===== src/pbb_pkg.sv =====
// ----------------------------------------------------------------------------
// pbb_pkg
// Shared types and constants of the projected box bounds block.
// ----------------------------------------------------------------------------
package pbb_pkg;

    localparam int CorAw  = 33;   // corner coordinate, Q.8
    localparam int ClipW  = 72;   // clip value, Q.16
    localparam int NdcW   = 42;   // ndc value, signed Q.16 (magnitude up to 2^40)
    localparam int PosW   = 60;   // screen position, Q.17
    localparam int QBits  = 40;   // quotient bits produced (24 integer + 16 fraction)

    localparam logic signed [ClipW-1:0] WMinQ16 = ClipW'(65);

    typedef enum logic [2:0] {
        REG_ROW0_01 = 3'd0,
        REG_ROW0_23 = 3'd1,
        REG_ROW1_01 = 3'd2,
        REG_ROW1_23 = 3'd3,
        REG_ROW3_01 = 3'd4,
        REG_ROW3_23 = 3'd5,
        REG_SCR_W   = 3'd6,
        REG_SCR_H   = 3'd7
    } t_reg_idx;

    typedef struct packed {
        logic                    vld;
        logic                    last;
        logic                    first;
        logic signed [ClipW-1:0] x;
        logic signed [ClipW-1:0] y;
        logic signed [ClipW-1:0] w;
    } t_clip;

    typedef struct packed {
        logic                   vld;
        logic                   last;
        logic                   first;
        logic                   bad;
        logic signed [PosW-1:0] sx;
        logic signed [PosW-1:0] sy;
    } t_pos;

endpackage


===== src/pbb_bounds.sv =====
// ----------------------------------------------------------------------------
// pbb_bounds
// Min/max over the eight corners, then difference, truncation and saturation.
// ----------------------------------------------------------------------------
module pbb_bounds (
    input  logic                 i_clk,
    input  logic                 i_rst_n,
    input  pbb_pkg::t_pos        i_pos,
    output logic                 o_strobe,
    output logic signed [15:0]   o_left,
    output logic signed [15:0]   o_top,
    output logic [15:0]          o_width,
    output logic [15:0]          o_height,
    output logic                 o_valid
);
    localparam int P = pbb_pkg::PosW;

    logic signed [P-1:0] r_l, r_r, r_t, r_b;
    logic                r_bad, r_done;
    logic signed [P-1:0] w_l, w_r, w_t, w_b;

    always_comb begin
        w_l = (i_pos.first || i_pos.sx < r_l) ? i_pos.sx : r_l;
        w_r = (i_pos.first || i_pos.sx > r_r) ? i_pos.sx : r_r;
        w_t = (i_pos.first || i_pos.sy < r_t) ? i_pos.sy : r_t;
        w_b = (i_pos.first || i_pos.sy > r_b) ? i_pos.sy : r_b;
    end

    always_ff @(posedge i_clk) begin
        if (!i_rst_n) begin
            r_done <= 1'b0;
        end else begin
            r_done <= i_pos.vld && i_pos.last;
        end
        if (i_pos.vld) begin
            r_l <= w_l;
            r_r <= w_r;
            r_t <= w_t;
            r_b <= w_b;
            r_bad <= i_pos.bad || (!i_pos.first && r_bad);
        end
    end

    // difference and truncation stage
    logic signed [P:0] r_dw, r_dh;
    logic signed [P-1:0] r_tl, r_tt;
    logic r_ok, r_v4;

    function automatic logic signed [P:0] f_trunc(input logic signed [P:0] v);
        logic [P:0] m;
        begin
            m = v[P] ? (P+1)'(-v) : v;
            m = m >> 17;
            f_trunc = v[P] ? -$signed(m) : $signed(m);
        end
    endfunction

    always_ff @(posedge i_clk) begin
        if (!i_rst_n) begin
            r_v4 <= 1'b0;
        end else begin
            r_v4 <= r_done;
        end
        r_ok <= !r_bad;
        r_tl <= P'(f_trunc((P+1)'(r_l)));
        r_tt <= P'(f_trunc((P+1)'(r_t)));
        r_dw <= f_trunc((P+1)'(r_r) - (P+1)'(r_l));
        r_dh <= f_trunc((P+1)'(r_b) - (P+1)'(r_t));
    end

    always_ff @(posedge i_clk) begin
        if (!i_rst_n) begin
            o_strobe <= 1'b0;
        end else begin
            o_strobe <= r_v4;
        end
        if (!r_ok) begin
            o_left <= '0; o_top <= '0; o_width <= '0; o_height <= '0; o_valid <= 1'b0;
        end else begin
            o_valid <= 1'b1;
            o_left <= r_tl > 32767 ? 16'sd32767 : r_tl < -32768 ? -16'sd32768 : 16'(r_tl);
            o_top  <= r_tt > 32767 ? 16'sd32767 : r_tt < -32768 ? -16'sd32768 : 16'(r_tt);
            o_width  <= r_dw > 65535 ? 16'hFFFF : r_dw < 0 ? 16'd0 : 16'(r_dw);
            o_height <= r_dh > 65535 ? 16'hFFFF : r_dh < 0 ? 16'd0 : 16'(r_dh);
        end
    end
endmodule


===== config.mk =====
export PLATFORM = sky130hd
export DESIGN_NAME = pbb_bounds
export DESIGN_NICKNAME = d
export VERILOG_FILES = /design/src/pbb_pkg.sv /design/src/pbb_bounds.sv
export SDC_FILE = /design/constraint.sdc
export NUM_CORES = 2
export LEC_CHECK = 0
export BUFFER_PORTS_ARGS = -buffer_cell sky130_fd_sc_hd__buf_2
export CORE_ASPECT_RATIO = 1.1
export CORE_MARGIN = 10
export CORE_UTILIZATION = 55
export CTS_CLUSTER_DIAMETER = 50
export DETAILED_ROUTE_END_ITERATION = 12
export GPL_TIMING_DRIVEN = 0
export PLACE_DENSITY = 0.73
export SYNTH_ARGS = -nofsm -noshare
export SYNTH_HDL_FRONTEND = slang
export SYNTH_SLANG_ARGS = --single-unit

===== constraint.sdc =====
create_clock -name i_clk -period 12.27 [get_ports i_clk]
set_clock_uncertainty 0.05 [all_clocks]
set_input_delay 0 -clock i_clk [delete_from_list [all_inputs] [get_ports i_clk]]
set_output_delay 0 -clock i_clk [all_outputs]
set_load 0.01 [all_outputs]

==> results.md <==
| Metric | Reported |
|---|---|
| Outcome | complete, but fails checks |
| Violated checks | capacitance limit |
| Crit. Startpoint | r_t[59] |
| Global-route wire length before repair | 183 mm |
| WL final | 118 mm |
| Most area-hungry cell type in the Yosys netlist | edfxtp_1 |
| Number of top-level design ports | 192 |
| Starting DRC count in detailed routing | 2381 |
| Starting utilization of the core area | 0.555 |
| Hold buffer count at CTS | 125 |
| Via count | 35300 |
| Via count of the first global-routing pass | 34400 |
| Port buffer count | 190 |
| Critical path endpoint category | flip-flop |
| Number of enable-type register cells in the synthesized netlist | 241 |
| Detail Placement HPWL | 93.1 mm |
| Largest driver fanout on the critical path | 11 |
| Critical Setup Path Class | flip-flop to flip-flop |
| Yosys warns | 0 |
| Clock transition at the register clock pins on the worst setup and hold paths after CTS | 60 ps |
| Total global-route track usage | 0.280 |
| Max frequency | 107 MHz |
| Rows | 101 |
| Fraction of the cycle the final worst path needs | 0.761 |
| Data required time of the critical path | 12700 ps |
| Clock Latency Late Sink | 640 ps |
| Main area contributors after synthesis | edfxtp_1, dfxtp_1, ha_1, xnor2_1, a21oi_1 |
| Total core area | 0.0690 mm² |
| Layout cell share with drive strength beyond 1 | 0.0830 |
| RD Place Congestion | 0.990 |
| Detailed-route wire length per cell | 20.7 µm |
| Setup TNS | 0 ps |
| Number of H-tree levels | 3 |
| Worst slew margin | 0.0228 |
| Sequential cell area fraction in the yosys report | 0.352 |
| #FFs+latches synth | 552 |
| Fraction of registers with async set or reset after synthesis | 0 |
| Max-slew violation count | 0 |
| Hold_sp | i_pos[0] |
| Pin count of the biggest net entering global routing | 61 |
| Netlist Area Pre-Place | 0.0383 mm² |
| End point of the critical path | r_dh[36] |
| Post-CTS setup buffer count | 0 |
| Type of element launching the critical path | flip-flop |
| Synth top area share | 0.189 |
| Die Span Y | 297 µm |
| Maximum capacitance violations | 1 |
| Critical R2R Capture | r_dh[36] |
| Final hold violation count | 0 |
| Antenna violations before repair | 6 |
| Worst r2r src | r_t[59] |
| GRT Residual Overflow | 0 |
| Area growth from synthesis to layout | 15.4% |
| Post-synth top flop | dfxtp_1 |
| CTS Buffer Depth | 3 |
| Count of nets after finishing | 5229 |
| Die width | 272 µm |
| Synthesized net count | 4839 |
| Post-layout power | 6.45 mW |
| Pin slew with the least headroom to its limit | 1450 ps |
| Number of detailed-route iterations in the first pass | 9 |
| VDD IR-drop max | 134 µV |
| TritonCTS clock tree | yes |
| DR DRC count | 0 |
| Power density relative to cell area | 146 mW/mm² |
| Setup repair after global routing missed its margin | false |
| Reg2reg path depth | 27 |
| Synth Area per Inst | 8.80 µm² |
| Finish-stage setup viols | 0 |
| Die ar. | 0.0806 mm² |
| Gates resized, CTS repair | 0 |
| Cells after synthesis | 4349 |
| Static leakage | 17.9 nW |
| Class of the most critical hold timing path | primary input to flip-flop |
| Root buffer cell | clkbuf_16 |
| Number of sinks handled by clock tree synthesis | 552 |
| Distinct cell type count of the synthesized netlist | 96 |
| Time the worst path needs with I/O delays and setup | 9340 ps |
| Worst endpoint data arrival time | 9770 ps |
| Num CTS Buffers | 68 |
| Setup slack of the most critical reg-to-reg path | 2930 ps |
| Post-route ant nets | 0 |
| Detailed-route vias per instance | 6.17 |
kinds of logic (layout without fill, tap and decap cells):
family          Yosys count  in the layout  share of synthesized area
simple gates           1500           1500                      0.211
buf+inv                 450            895                     0.0455
flops                   552            552                      0.352
other cells               0              5                          0
compound gates         1143           1143                      0.193
fa+ha+maj               364            364                      0.119
xor+xnor                297            297                     0.0679
mux                      43             43                     0.0116
synth_stat cells (all sizes together), types with 12 or more instances:
cell	number
o21ai	246
nor2b	53
inv	285
nand4	192
edfxtp	241
xor2	71
xnor2	226
a41oi	23
buf	28
mux2i	32
nor3b	23
dfxtp	311
nand2b	57
ha	362
a211oi	43
o31ai	25
o211ai	32
nand4b	14
a22oi	12
clkbuf	136
nand3	105
and3	46
or3	45
a21boi	42
a211o	15
nor2	249
or2	24
a21o	104
nor4	96
nand2	320
a31oi	41
o21bai	15
and2	41
o2111ai	15
o21a	73
or4	35
nor3	124
a221oi	12
a21oi	323
a2111oi	17
nor4b	19
and4	30
cell type report:
cell class / count / area [µm²]
buffer: 164 / 667
clock inverter: 40 / 502
fill: 5985 / 24800
inverter: 286 / 1070
clock buffer: 85 / 1870
tap: 927 / 1160
timing repair buffer: 320 / 2310
antenna: 5 / 12.5
multi-input combinational: 3347 / 23100
sequential: 552 / 13500
metrics by stage:
stage	hold slack, ps	area, µm²	setup slack (ps)	std cells	utilization
final	90.6	44200	2930	5726	0.640
after global routing	82.6	44200	2390	5723	0.640
after CTS	52.3	44200	3220	5721	0.640
after detailed placement	171	40500	3270	5471	0.587
after global placement	168	40400	3270	5466	0.585
after floorplan	48.9	38300	5680	4349	-
report_power, final:
part	switching, mW	internal (mW)	leakage (nW)	total (mW)
logic	1.31	0.745	11.8	2.06
clock network	0.859	1.21	1.15	2.07
registers	0.117	2.21	4.92	2.33
total	2.29	4.16	17.9	6.45
placed cells by master (no fill, tap or decap), drive strengths merged, types with 57 or more instances in the layout:
cell / n
o21a: 73
buf: 223
xnor2: 226
edfxtp: 241
a21o: 104
nand2: 320
o21ai: 246
nor4: 96
inv: 294
nor3: 124
xor2: 71
dlygate4sd3: 125
clkbuf: 221
ha: 362
dfxtp: 311
nor2: 249
nand2b: 57
a21oi: 323
nand4: 192
nand3: 105
metal layers:
metal  GRT usage  up-vias  wire length (µm)
li1            -    17100                 -
met1       0.300    16800             45000
met2       0.521     1179             60800
met3      0.0453      334              6350
met4       0.140        8              6060
met5           0        -                59
state kept, by name, summed over array words and instances, names as in the netlist:
name / count
o_height: 16
o_left: 16
o_strobe: 1
o_top: 16
o_valid: 1
o_width: 16
r_b: 60
r_bad: 1
r_dh: 61
r_done: 1
r_dw: 61
r_l: 60
r_ok: 1
r_r: 60
r_t: 60
r_tl: 60
r_tt: 60
r_v4: 1
worst min-delay path by stage:
| stage | to | slack (ps) | depth (start not counted) |
|---|---|---|---|
| 4_1_cts | r_t[0] | 50 | 2 |
| 3_3_place_gp | r_t[0] | 170 | 1 |
| 6_report | r_t[0] | 90 | 2 |
| 5_1_grt | r_t[0] | 80 | 2 |
| 3_5_place_dp | r_t[0] | 170 | 1 |
| 2_1_floorplan | r_b[0] | 50 | 0 |
worst max-delay path, cell delays in order, from the launching register on:
cell and delay (ps):
edfxtp_1 370, clkbuf_1 400, clkinv_1 470, clkbuf_1 420, ha_1 490, nand3_1 100, nor3_1 350, nand4_1 150
a21oi_1 180, or3_1 170, mux2_2 260, clkbuf_1 360, clkbuf_1 520, buf_1 400, buf_1 530, nor2_1 130
xor2_1 180, inv_1 70, ha_1 240, nand3_1 80, or4_1 440, a22oi_1 440, nor4b_1 540, nand4b_1 390
nor4_1 830, buf_2 370, nor2_1 90, xnor2_1 150
(Power assumes the default switching activity.)
